## src/rtl/atpf_pkg.sv

```systemverilog
// Shared types, widths and constants of the adaptive type-of-service packet filter.
package atpf_pkg;

    localparam int LEN_W        = 16;
    localparam int TOS_W        = 8;
    localparam int PROTO_W      = 8;
    localparam int CNT_W        = 32;
    localparam int SUM_W        = 40;
    localparam int CFG_IDX_W    = 8;
    localparam int CFG_DATA_W   = 16;
    localparam int IN_TDATA_W   = 32;
    localparam int OUT_FIELDS_W = 1 + TOS_W + CNT_W + SUM_W;
    localparam int OUT_TDATA_W  = ((OUT_FIELDS_W + 7) / 8) * 8;
    localparam int QUEUE_DEPTH  = 2;
    localparam int QPTR_W       = 1;
    localparam int QCNT_W       = 2;
    localparam int STEP_W       = 3;

    localparam logic [CFG_IDX_W-1:0] REG_MIN_LENGTH   = 8'd0;
    localparam logic [CFG_IDX_W-1:0] REG_WARMUP_COUNT = 8'd1;
    localparam logic [CFG_IDX_W-1:0] REG_TOLERANCE    = 8'd2;
    localparam logic [CFG_IDX_W-1:0] REG_LENIENT_MAX  = 8'd3;

    localparam logic [LEN_W-1:0] RESET_MIN_LENGTH   = 16'd36;
    localparam logic [TOS_W-1:0] RESET_WARMUP_COUNT = 8'd5;
    localparam logic [TOS_W-1:0] RESET_TOLERANCE    = 8'd64;
    localparam logic [TOS_W-1:0] RESET_LENIENT_MAX  = 8'd192;

    localparam logic [PROTO_W-1:0] PROTO_ICMP = 8'd1;
    localparam logic [PROTO_W-1:0] PROTO_TCP  = 8'd6;
    localparam logic [PROTO_W-1:0] PROTO_UDP  = 8'd17;

    localparam logic [CNT_W-1:0] COUNT_MAX = '1;
    localparam logic [SUM_W-1:0] SUM_MAX   = '1;
    localparam logic [TOS_W-1:0] AVG_MAX   = '1;

    typedef struct packed {
        logic [LEN_W-1:0] min_length;
        logic [TOS_W-1:0] warmup_count;
        logic [TOS_W-1:0] tolerance;
        logic [TOS_W-1:0] lenient_max;
    } cfg_t;

    typedef struct packed {
        logic             is_short;
        logic             proto_ok;
        logic [TOS_W-1:0] tos;
    } item_t;

    typedef enum logic [2:0] {
        ST_IDLE,
        ST_UPDATE,
        ST_RANGE,
        ST_STEP,
        ST_AVERAGE,
        ST_FINISH
    } back_state_t;

endpackage

```

## src/rtl/adaptive_tos_packet_filter.sv

```systemverilog
// Top level of the adaptive type-of-service packet filter: configuration registers and stages.
//
// Usage
//   Input channel s_axis_*: one packet header summary per item (length, tos byte,
//   protocol byte). Output channel m_axis_*: exactly one result per input item, in
//   order: accept flag, average tos, packet count and tos sum after that item.
//   Configuration channel cfg_*: writes register cfg_index with cfg_data; it is always
//   ready. Index 0 min_length, 1 warmup_count, 2 tolerance, 3 lenient_max; other
//   indexes are ignored. Write only while no item is in flight.
// Back stage sequence
//   A counted packet passes the back stage as pop, count/sum update, range check,
//   eight restoring-division steps of the 40-by-32 bit average divider, the average
//   write and the result load. A short packet goes from the update straight to the
//   result load; a saturated average skips the division steps. The back stage pops
//   a new item only after it has loaded the result of the last one.
// Reset
//   rst_n clears count, sum and average, loads default configuration (36, 5, 64, 192)
//   and empties the front register, queue and output register.
// Stalls
//   When m_axis_tready is low the result holds in the output register; the back stage
//   stops at its result load, the two-entry queue and front register fill, and then
//   s_axis_tready drops.
module adaptive_tos_packet_filter (
    input  logic                                   clk,
    input  logic                                   rst_n,
    input  logic                                   s_axis_tvalid,
    output logic                                   s_axis_tready,
    // [15:0] packet_length, [23:16] tos_value, [31:24] protocol_number
    input  logic [atpf_pkg::IN_TDATA_W-1:0]        s_axis_tdata,
    output logic                                   m_axis_tvalid,
    input  logic                                   m_axis_tready,
    // [0] accept, [8:1] average_tos, [40:9] count_seen, [80:41] tos_total, [87:81] zero
    output logic [atpf_pkg::OUT_TDATA_W-1:0]       m_axis_tdata,
    input  logic                                   cfg_valid,
    output logic                                   cfg_ready,
    input  logic [atpf_pkg::CFG_IDX_W-1:0]         cfg_index,
    input  logic [atpf_pkg::CFG_DATA_W-1:0]        cfg_data
);

    atpf_pkg::cfg_t  cfg_reg;
    logic            push_valid;
    logic            push_ready;
    atpf_pkg::item_t push_item;
    logic            pop_valid;
    logic            pop_ready;
    atpf_pkg::item_t pop_item;

    assign cfg_ready = 1'b1;

    // Register file: decode the index, ignore unknown indexes
    always_ff @(posedge clk or negedge rst_n)
    begin
        if (!rst_n)
        begin
            cfg_reg.min_length   <= atpf_pkg::RESET_MIN_LENGTH;
            cfg_reg.warmup_count <= atpf_pkg::RESET_WARMUP_COUNT;
            cfg_reg.tolerance    <= atpf_pkg::RESET_TOLERANCE;
            cfg_reg.lenient_max  <= atpf_pkg::RESET_LENIENT_MAX;
        end
        else if (cfg_valid && cfg_ready)
        begin
            case (cfg_index)
                atpf_pkg::REG_MIN_LENGTH:   cfg_reg.min_length   <= cfg_data;
                atpf_pkg::REG_WARMUP_COUNT: cfg_reg.warmup_count <= cfg_data[7:0];
                atpf_pkg::REG_TOLERANCE:    cfg_reg.tolerance    <= cfg_data[7:0];
                atpf_pkg::REG_LENIENT_MAX:  cfg_reg.lenient_max  <= cfg_data[7:0];
                default:                    ;
            endcase
        end
    end

    // Front: classify and register the incoming item
    atpf_front u_front (
        .clk           (clk),
        .rst_n         (rst_n),
        .cfg           (cfg_reg),
        .s_axis_tvalid (s_axis_tvalid),
        .s_axis_tready (s_axis_tready),
        .s_axis_tdata  (s_axis_tdata),
        .push_valid    (push_valid),
        .push_ready    (push_ready),
        .push_item     (push_item)
    );

    // Queue: decouple front acceptance from the multi-cycle back stage
    atpf_queue u_queue (
        .clk        (clk),
        .rst_n      (rst_n),
        .push_valid (push_valid),
        .push_ready (push_ready),
        .push_item  (push_item),
        .pop_valid  (pop_valid),
        .pop_ready  (pop_ready),
        .pop_item   (pop_item)
    );

    // Back: state update, average division, decision, output register
    atpf_back u_back (
        .clk           (clk),
        .rst_n         (rst_n),
        .cfg           (cfg_reg),
        .pop_valid     (pop_valid),
        .pop_ready     (pop_ready),
        .pop_item      (pop_item),
        .m_axis_tvalid (m_axis_tvalid),
        .m_axis_tready (m_axis_tready),
        .m_axis_tdata  (m_axis_tdata)
    );

endmodule

```

## src/rtl/atpf_front.sv

```systemverilog
// Front stage: accept an input item, classify its length and protocol, hand it to the queue.
module atpf_front (
    input  logic                                clk,
    input  logic                                rst_n,
    input  atpf_pkg::cfg_t                      cfg,
    input  logic                                s_axis_tvalid,
    output logic                                s_axis_tready,
    input  logic [atpf_pkg::IN_TDATA_W-1:0]     s_axis_tdata,
    output logic                                push_valid,
    input  logic                                push_ready,
    output atpf_pkg::item_t                     push_item
);

    logic [atpf_pkg::LEN_W-1:0]   len;
    logic [atpf_pkg::TOS_W-1:0]   tos;
    logic [atpf_pkg::PROTO_W-1:0] proto;
    atpf_pkg::item_t              item_next;
    atpf_pkg::item_t              item_reg;
    logic                         valid_reg;
    logic                         in_acc;

    assign len   = s_axis_tdata[15:0];
    assign tos   = s_axis_tdata[23:16];
    assign proto = s_axis_tdata[31:24];

    always_comb
    begin
        item_next.is_short = (len < cfg.min_length);
        item_next.proto_ok = (proto == atpf_pkg::PROTO_TCP) ||
                             (proto == atpf_pkg::PROTO_UDP) ||
                             (proto == atpf_pkg::PROTO_ICMP);
        item_next.tos      = tos;
    end

    assign s_axis_tready = !valid_reg || push_ready;
    assign in_acc        = s_axis_tvalid && s_axis_tready;
    assign push_valid    = valid_reg;
    assign push_item     = item_reg;

    always_ff @(posedge clk or negedge rst_n)
    begin
        if (!rst_n)
        begin
            valid_reg <= 1'b0;
        end
        else if (in_acc)
        begin
            valid_reg <= 1'b1;
        end
        else if (push_ready)
        begin
            valid_reg <= 1'b0;
        end
    end

    always_ff @(posedge clk)
    begin
        if (in_acc)
        begin
            item_reg <= item_next;
        end
    end

endmodule

```

## src/rtl/atpf_queue.sv

```systemverilog
// Two-entry queue of classified items between the front and back stages.
module atpf_queue (
    input  logic            clk,
    input  logic            rst_n,
    input  logic            push_valid,
    output logic            push_ready,
    input  atpf_pkg::item_t push_item,
    output logic            pop_valid,
    input  logic            pop_ready,
    output atpf_pkg::item_t pop_item
);

    atpf_pkg::item_t             mem_reg [atpf_pkg::QUEUE_DEPTH];
    logic [atpf_pkg::QPTR_W-1:0] wr_ptr_reg;
    logic [atpf_pkg::QPTR_W-1:0] rd_ptr_reg;
    logic [atpf_pkg::QCNT_W-1:0] fill_reg;
    logic                        do_push;
    logic                        do_pop;

    assign push_ready = (fill_reg != atpf_pkg::QCNT_W'(atpf_pkg::QUEUE_DEPTH));
    assign pop_valid  = (fill_reg != '0);
    assign pop_item   = mem_reg[rd_ptr_reg];
    assign do_push    = push_valid && push_ready;
    assign do_pop     = pop_valid && pop_ready;

    always_ff @(posedge clk or negedge rst_n)
    begin
        if (!rst_n)
        begin
            wr_ptr_reg <= '0;
            rd_ptr_reg <= '0;
            fill_reg   <= '0;
        end
        else
        begin
            if (do_push)
            begin
                wr_ptr_reg <= wr_ptr_reg + 1'b1;
            end
            if (do_pop)
            begin
                rd_ptr_reg <= rd_ptr_reg + 1'b1;
            end
            if (do_push && !do_pop)
            begin
                fill_reg <= fill_reg + 1'b1;
            end
            else if (do_pop && !do_push)
            begin
                fill_reg <= fill_reg - 1'b1;
            end
        end
    end

    always_ff @(posedge clk)
    begin
        if (do_push)
        begin
            mem_reg[wr_ptr_reg] <= push_item;
        end
    end

endmodule

```

## src/rtl/atpf_back.sv

```systemverilog
// Back stage: update count and sum, divide for the average, decide and register the result.
module atpf_back (
    input  logic                                clk,
    input  logic                                rst_n,
    input  atpf_pkg::cfg_t                      cfg,
    input  logic                                pop_valid,
    output logic                                pop_ready,
    input  atpf_pkg::item_t                     pop_item,
    output logic                                m_axis_tvalid,
    input  logic                                m_axis_tready,
    output logic [atpf_pkg::OUT_TDATA_W-1:0]    m_axis_tdata
);

    atpf_pkg::back_state_t        state_reg;
    atpf_pkg::back_state_t        state_next;
    atpf_pkg::item_t              item_reg;
    logic [atpf_pkg::CNT_W-1:0]   cnt_reg;
    logic [atpf_pkg::SUM_W-1:0]   sum_reg;
    logic [atpf_pkg::TOS_W-1:0]   avg_reg;
    logic [atpf_pkg::SUM_W-1:0]   rem_reg;
    logic [atpf_pkg::SUM_W-1:0]   div_reg;
    logic [atpf_pkg::TOS_W-1:0]   quo_reg;
    logic [atpf_pkg::STEP_W-1:0]  step_reg;
    logic                         out_valid_reg;
    logic [atpf_pkg::OUT_FIELDS_W-1:0] out_reg;

    logic [atpf_pkg::CNT_W-1:0]   cnt_inc;
    logic [atpf_pkg::SUM_W:0]     sum_wide;
    logic [atpf_pkg::SUM_W-1:0]   sum_add;
    logic [atpf_pkg::SUM_W-1:0]   range_limit;
    logic                         avg_overflow;
    logic                         fits;
    logic [atpf_pkg::TOS_W-1:0]   diff;
    logic                         warm_done;
    logic                         tos_ok;
    logic                         acc;
    logic                         out_free;
    logic                         out_load;

    // Saturating count and sum update
    assign cnt_inc     = (cnt_reg == atpf_pkg::COUNT_MAX) ? cnt_reg : cnt_reg + 1'b1;
    assign sum_wide    = {1'b0, sum_reg} + (atpf_pkg::SUM_W + 1)'(item_reg.tos);
    assign sum_add     = sum_wide[atpf_pkg::SUM_W] ? atpf_pkg::SUM_MAX
                                                   : sum_wide[atpf_pkg::SUM_W-1:0];

    // Quotient above 255 only when sum >= count * 256
    assign range_limit  = {cnt_reg, {atpf_pkg::TOS_W{1'b0}}};
    assign avg_overflow = (sum_reg >= range_limit);
    assign fits         = (rem_reg >= div_reg);

    // Acceptance check against the new average
    assign diff      = (item_reg.tos >= avg_reg) ? item_reg.tos - avg_reg
                                                 : avg_reg - item_reg.tos;
    assign warm_done = (cnt_reg >= atpf_pkg::CNT_W'(cfg.warmup_count));
    assign tos_ok    = warm_done ? (diff <= cfg.tolerance) : (item_reg.tos <= cfg.lenient_max);
    assign acc       = !item_reg.is_short && item_reg.proto_ok && tos_ok;

    assign out_free = !out_valid_reg || m_axis_tready;

    always_comb
    begin
        pop_ready = 1'b0;
        out_load  = 1'b0;
        case (state_reg)
            atpf_pkg::ST_IDLE:   pop_ready = 1'b1;
            atpf_pkg::ST_FINISH: out_load  = out_free;
            default:             ;
        endcase
    end

    always_comb
    begin
        state_next = state_reg;
        case (state_reg)
            atpf_pkg::ST_IDLE:
            begin
                if (pop_valid)
                begin
                    state_next = atpf_pkg::ST_UPDATE;
                end
            end
            atpf_pkg::ST_UPDATE:
            begin
                state_next = item_reg.is_short ? atpf_pkg::ST_FINISH : atpf_pkg::ST_RANGE;
            end
            atpf_pkg::ST_RANGE:
            begin
                state_next = avg_overflow ? atpf_pkg::ST_AVERAGE : atpf_pkg::ST_STEP;
            end
            atpf_pkg::ST_STEP:
            begin
                if (step_reg == '0)
                begin
                    state_next = atpf_pkg::ST_AVERAGE;
                end
            end
            atpf_pkg::ST_AVERAGE:
            begin
                state_next = atpf_pkg::ST_FINISH;
            end
            atpf_pkg::ST_FINISH:
            begin
                if (out_load)
                begin
                    state_next = atpf_pkg::ST_IDLE;
                end
            end
            default:
            begin
                state_next = atpf_pkg::ST_IDLE;
            end
        endcase
    end

    always_ff @(posedge clk or negedge rst_n)
    begin
        if (!rst_n)
        begin
            state_reg     <= atpf_pkg::ST_IDLE;
            cnt_reg       <= '0;
            sum_reg       <= '0;
            avg_reg       <= '0;
            out_valid_reg <= 1'b0;
        end
        else
        begin
            state_reg <= state_next;
            if (state_reg == atpf_pkg::ST_UPDATE && !item_reg.is_short)
            begin
                cnt_reg <= cnt_inc;
                sum_reg <= sum_add;
            end
            if (state_reg == atpf_pkg::ST_AVERAGE)
            begin
                avg_reg <= quo_reg;
            end
            if (out_load)
            begin
                out_valid_reg <= 1'b1;
            end
            else if (m_axis_tready)
            begin
                out_valid_reg <= 1'b0;
            end
        end
    end

    // Divider datapath and payload registers
    always_ff @(posedge clk)
    begin
        if (pop_ready && pop_valid)
        begin
            item_reg <= pop_item;
        end
        case (state_reg)
            atpf_pkg::ST_RANGE:
            begin
                rem_reg  <= sum_reg;
                div_reg  <= {1'b0, cnt_reg, {(atpf_pkg::TOS_W-1){1'b0}}};
                quo_reg  <= avg_overflow ? atpf_pkg::AVG_MAX : '0;
                step_reg <= atpf_pkg::STEP_W'(atpf_pkg::TOS_W - 1);
            end
            atpf_pkg::ST_STEP:
            begin
                if (fits)
                begin
                    rem_reg <= rem_reg - div_reg;
                end
                quo_reg  <= {quo_reg[atpf_pkg::TOS_W-2:0], fits};
                div_reg  <= div_reg >> 1;
                step_reg <= step_reg - 1'b1;
            end
            default:
            begin
            end
        endcase
        if (out_load)
        begin
            out_reg <= {sum_reg, cnt_reg, avg_reg, acc};
        end
    end

    assign m_axis_tvalid = out_valid_reg;
    assign m_axis_tdata  = atpf_pkg::OUT_TDATA_W'(out_reg);

endmodule

```

## config.mk

```make
export PLATFORM = sky130hd
export DESIGN_NAME = adaptive_tos_packet_filter
export DESIGN_NICKNAME = d
export VERILOG_FILES = /design/src/rtl/atpf_pkg.sv /design/src/rtl/adaptive_tos_packet_filter.sv /design/src/rtl/atpf_front.sv /design/src/rtl/atpf_queue.sv /design/src/rtl/atpf_back.sv
export SDC_FILE = /design/constraint.sdc
export NUM_CORES = 1
export LEC_CHECK = 0
export BUFFER_PORTS_ARGS = -buffer_cell sky130_fd_sc_hd__clkbuf_2
export CAP_MARGIN = 0
export CORE_MARGIN = 2
export CORE_UTILIZATION = 50
export CTS_CLUSTER_DIAMETER = 150
export DETAILED_ROUTE_END_ITERATION = 6
export MAX_ROUTING_LAYER = met4
export PLACE_DENSITY = 0.73
export SYNTH_ARGS = -nofsm -noshare
export SYNTH_HDL_FRONTEND = slang
export SYNTH_HIERARCHICAL = 1
export SYNTH_SLANG_ARGS = --single-unit
export TNS_END_PERCENT = 10
```

## constraint.sdc

```tcl
create_clock -name clk -period 7.2 [get_ports clk]
set_input_delay 1.44 -clock clk [delete_from_list [all_inputs] [get_ports clk]]
set_output_delay 1.44 -clock clk [all_outputs]
set_load 0.01 [all_outputs]
```

==> run summary, run 1 <==
Post-DP HPWL: 33100 µm
# nets final: 2029
Critical path fanouts, max: 40
Die height: 197 µm
# fillers: 3017
Largest net degree at the start of global routing: 82
Leak pwr: 8.89 nW
Grt total ovfl: 0
CTS Buf Count: 38
Share of cells above drive strength 1: 16.1%
Setup crit end kind: flop
CTS tree: built
Gates resized, CTS repair: 0
Residual DRC: 0
FMAX: 223 MHz
Area Growth Syn to Fin: 12.4%
Final Max Slew Viols: 0
Total power: 0.00808 W
Final number of setup-violating endpoints: 0
Yosys reg bits: 340
RSZ-0062 raised after global routing: no
FFs w/ async S/R, synth: 37.9%
Routed vias: 13400
Antenna Violating Nets Remaining: 0
Distinct cells, synth: 92
Width of the die: 197 µm
N_diodes: 0
Bufs on Longest Clock Path: 3
Largest register FFs: 81
Main synth FF type: edfxtp_1
Outcome: finished, final reports clean
Final setup margin: 2710 ps
Clk pin slew, worst setup/hold paths: 60 ps
CORE AREA: 36700 µm²
Slowest CP cell: o31a_2
Fin Setup TNS: 0 ps
CTS H-tree lvls: 2
Wire length per cell: 19.5 µm
CP startpoint: u_back/rem_reg[8]
Num rows: 70
Starting Density: 50.9%
Slew Limit Headroom: 25.2%
Number of port buffers: 143
First-pass GRT wire length: 71700 µm
HP Class: reg2reg
Num ports: 152
Initial antenna violation count: 0
HP Start: u_front/push_item[7]
Worst hold margin: 446 ps
Number of enable flip-flop cells after synthesis: 211
Starting DRT DRC Count: 1052
Period minus WS final: 4490 ps
Max-cap viol count: 0
CTS Sinks: 340
Final Skew: 18.2 ps
Vias in the first global route: 13200
Least-Margin Pin Slew: 1120 ps
All-Layer GR Usage: 24.5%
Crit share post-route: 62.3%
Worst EP arrival: 4660 ps
Total Wirelength: 45300 µm
Critical R2R Launch: u_back/rem_reg[8]
CP Cell Sequence: ha_1 -> and4_1 -> nor3b_1 -> o21ai_1 -> a31oi_1 -> or2_1 -> a31oi_1 -> a2111oi_0 -> o31a_2
Register area share after synthesis: 51.3%
Post-Syn Area: 18700 µm²
CP Launch Type: flop
Die Footprint: 38900 µm²
Final hold violation count: 0
Critical path class: reg2reg
Cell count after synthesis: 1696
Via-to-Cell Ratio: 5.77
DRT Pass-1 Iters: 6
Synth warnings: 6
Pwr Density: 385 nW/µm²
Top cell by count, worst path: a31oi_1
Placer Congestion: 0.976
Dpl ws: 2770 ps
Max VDD drop: 0.312 mV
Avg Inst Size Synth: 11.0 µm²
Clk_lat worst skew: 560 ps
Post-CTS setup buffer count: 0
CTS Root Buffer Type: clkbuf_16
Worst Path Required: 7370 ps
CP peak stage delay: 990 ps
# hold bufs at CTS: 0
==> worst paths after layout <==
check                                        end  slack (ps)  cells after the start
hold / removal             u_queue/mem_reg[1][7]         450                      0
min in group asynchronous     u_front/push_valid         890                      1
hold reg to reg            u_queue/mem_reg[1][7]         450                      0
setup / recovery               u_back/rem_reg[4]        2710                      9
max in group asynchronous     u_back/sum_reg[11]        5090                      2
setup reg to reg               u_back/rem_reg[4]        2710                      9
==> per-stage QoR <==
stage	cells	util, %	instance area (µm²)
3_5_place_dp	2255	53.9	19800
5_1_grt	2323	57.2	21000
2_1_floorplan	1702	-	18700
3_3_place_gp	2255	53.9	19800
4_1_cts	2323	57.2	21000
6_report	2323	57.2	21000
==> logic make-up (layout without fill, tap and decap cells) <==
group	Yosys count	count (layout)	synth area share, %
AO/OA/AOI/OAI	371	371	12.9
XOR/XNOR	79	79	3.71
adder cells (fa/ha/maj)	141	141	9.61
buffers and inverters	220	373	4.76
flip-flops	340	340	51.3
multiplexers	75	75	4.68
other	2	8	0.0402
AND/OR/NAND/NOR	468	468	13.0
==> metal layers <==
metal / global-route usage, % / part of all wire [%]
met1: 31.7 / 44
met2: 38.9 / 47
met3: 2.90 / 4.8
met4: 10.9 / 4.0
met5: - / 0
==> Yosys cell counts, types with 21 or more instances <==
master	count	area share, %
a21o_1	44	1.8
nand4_1	44	1.5
clkbuf_1	46	0.92
and3_1	21	0.70
xnor2_1	61	2.9
a21oi_1	78	2.1
o21ai_1	37	0.99
nor2_1	57	1.1
edfxtp_1	211	34
nand2_1	166	3.3
dfrtp_1	122	16
nor3_1	22	0.59
o21ai_0	80	2.1
ha_1	137	9.2
nand3_1	54	1.4
inv_1	151	3.0
mux2_2	42	2.5
==> cell usage in the layout (no fill, tap or decap), drive strengths merged, types with 57 or more instances in the layout <==
cell and instances:
xnor2 61, edfxtp 211, clkbuf 192, mux2 69, nand2 168, inv 157, a21oi 78, nor2 57
dfrtp 122, o21ai 117, ha 137
==> critical path: cells and delay by family (launching register included) <==
kind | cells | cell delay [ps]
simple gates | 3 | 960
fa+ha+maj | 1 | 430
flops | 1 | 370
compound gates | 5 | 2300
==> power breakdown <==
part           leakage [nW]  switching, W  internal (W)
Combinational          4.61       0.00192       0.00125
Sequential             3.68      0.000321       0.00267
Clock                 0.607      0.000792       0.00113
==> area by class of cell <==
| cell class | count | area, µm² | area share, % |
|---|---|---|---|
| clock inverter | 18 | 181 | 0.864 |
| clock buffer | 50 | 1050 | 4.98 |
| multi-input combinational | 1142 | 8250 | 39.3 |
| timing repair buffer | 150 | 774 | 3.69 |
| tap | 468 | 586 | 2.79 |
| inverter | 155 | 582 | 2.77 |
| sequential | 340 | 9570 | 45.6 |
(Power assumes the default switching activity.)
==> inputs of run 2 (changes only) <==
--- a/config.mk
+++ b/config.mk
@@ -12,7 +12,7 @@
 export CTS_CLUSTER_DIAMETER = 150
 export DETAILED_ROUTE_END_ITERATION = 6
 export MAX_ROUTING_LAYER = met4
-export PLACE_DENSITY = 0.73
+export PLACE_DENSITY = 0.76
 export SYNTH_ARGS = -nofsm -noshare
 export SYNTH_HDL_FRONTEND = slang
 export SYNTH_HIERARCHICAL = 1
==> constraint.sdc (replaced) <==
create_clock -name clk -period 3.7 [get_ports clk]
set_input_delay 0.74 -clock clk [delete_from_list [all_inputs] [get_ports clk]]
set_output_delay 0.74 -clock clk [all_outputs]
set_load 0.01 [all_outputs]
==> run summary, run 2 (same netlist as run 1, synthesis figures left out) <==
Antenna Violating Nets Remaining: 0
Starting DRT DRC Count: 1061
Comb pwr share: 41.3%
Outcome: finished, violations left
Leak pwr: 9.25 nW
CTS Sinks: 340
Buf+Inv Stages, Crit Path: 2
Final Core Density: 59.1%
Total Wirelength: 46400 µm
Pwr Density: 775 nW/µm²
Final Skew: 9.72 ps
CP Cell Sequence: inv_2 -> ha_4 -> inv_2 -> fa_2 -> a21o_1 -> a2111oi_4 -> nor2_2 -> a311o_1 -> a221oi_4 -> o211ai_2 -> a211o_1 -> mux2i_2 -> ha_1 -> a21oi_1 -> o21ai_1 -> o311a_1 -> nor4b_2
Final Max Slew Viols: 0
CTS H-tree lvls: 2
Width of the die: 197 µm
Die height: 197 µm
Final setup margin: -244 ps
Bufs on Longest Clock Path: 3
Area Growth Syn to Fin: 16.2%
Final hold violation count: 0
Worst EP arrival: 4300 ps
Num rows: 70
N_diodes: 0
Commonest non-fill, non-tap cells in the layout: 211 x edfxtp_1, 165 x nand2_1, 148 x inv_1
Number of port buffers: 143
Die Footprint: 38900 µm²
Sequential power share: 34.2%
Least-Margin Pin Slew: 865 ps
# hold bufs at CTS: 0
Slew Limit Headroom: 42.2%
Setup crit end kind: flop
Num ports: 152
Worst path top cell family by delay: compound AO/OA/AOI/OAI gates
# nets final: 2088
Final number of setup-violating endpoints: 1
Grt total ovfl: 0
Critical path fanouts, max: 3
First-pass GRT wire length: 73600 µm
Via-to-Cell Ratio: 5.84
HP Class: in2async
Failing checks: negative setup slack
Largest register FFs: 81
CORE AREA: 36700 µm²
Pint: 0.0107 W
Clk_lat worst skew: 550 ps
Placer Congestion: 0.958
Max-cap viol count: 0
FMAX: 254 MHz
Post-DP HPWL: 34500 µm
Share of cells above drive strength 1: 19.5%
DRT Pass-1 Iters: 5
# fillers: 2961
Clock network power share: 24.5%
Starting Density: 50.9%
CP peak stage delay: 390 ps
Routed vias: 13900
Max VDD drop: 0.508 mV
Clk pin slew, worst setup/hold paths: 60 ps
RSZ-0062 raised after global routing: yes
CTS Root Buffer Type: clkbuf_16
Worst Path Required: 4060 ps
Slowest CP cell: edfxtp_1
CTS Buf Count: 38
Largest net degree at the start of global routing: 77
All-Layer GR Usage: 25.0%
Period minus WS final: 3940 ps
Commonest non-fill, non-tap cell in the layout: edfxtp_1
Initial antenna violation count: 0
Switching Share: 36.6%
Critical path class: reg2reg
CP Launch Type: flop
Residual DRC: 0
P_sw: 0.00616 W
Wire length per cell: 19.5 µm
CTS tree: built
Top cell by count, worst path: inv_2
Crit share post-route: 107%
Worst hold margin: 194 ps
Vias in the first global route: 13800
## run 2: final timing paths
path | cells after the start | slack, ps | from | end
worst max-delay path | 17 | -240 | u_back/item_reg[0] | u_back/out_reg[0]
worst min-delay path | 1 | 190 | rst_n | u_queue/wr_ptr_reg
worst max register to register | 17 | -240 | u_back/item_reg[0] | u_back/out_reg[0]
worst min register to register | 0 | 450 | u_front/push_item[8] | u_queue/mem_reg[0][8]
max in group asynchronous | 2 | 2740 | rst_n | u_back/sum_reg[29]
min in group clk | 1 | 370 | s_axis_tdata[20] | u_front/push_item[4]
## run 2: power by group through the flow
stage                     Combinational (W)  Clock [W]  Sequential (W)
after detailed placement            0.00665          0         0.00581
after global routing                0.00766    0.00432         0.00585
after floorplan                     0.00451          0         0.00572
final                               0.00695    0.00411         0.00575
after CTS                           0.00688    0.00418         0.00575
after global placement              0.00648          0         0.00578
## run 2: repair_timing
action	4_1_cts	5_1_grt
endpoints found under the setup margin	1	41
gates resized for setup	13	3
pin swaps	14	0
buffers inserted	3	0
## run 2: through the flow
| stage | setup WS, ps | setup TNS [ps] | cell area, µm² | power, W | cells |
|---|---|---|---|---|---|
| after floorplan | -311 | -3840 | 18700 | 0.0102 | 1702 |
| after global placement | -526 | -526 | 20200 | 0.0123 | 2311 |
| after detailed placement | -624 | -624 | 20200 | 0.0125 | 2311 |
| after CTS | -201 | -201 | 21700 | 0.0168 | 2384 |
| after global routing | -461 | -461 | 21700 | 0.0178 | 2384 |
| final | -244 | -244 | 21700 | 0.0168 | 2384 |
## run 2: final cells by class
class / instances / area [µm²] / area share (%)
Sequential cell: 340 / 9570 / 44.1
Multi-Input combinational cell: 1142 / 8320 / 38.4
Timing Repair Buffer: 209 / 1250 / 5.78
Clock buffer: 47 / 1070 / 4.93
Tap cell: 468 / 586 / 2.70
Inverter: 155 / 582 / 2.68
Clock inverter: 23 / 305 / 1.41
## run 2: per-layer routing
layer | vias to the layer above | global-route usage (%) | part of all wire, %
li1 | 6559 | - | -
met1 | 6701 | 31.3 | 42
met2 | 532 | 40.5 | 47
met3 | 132 | 3.67 | 6.0
met4 | 0 | 11.0 | 4.5
met5 | - | - | 0
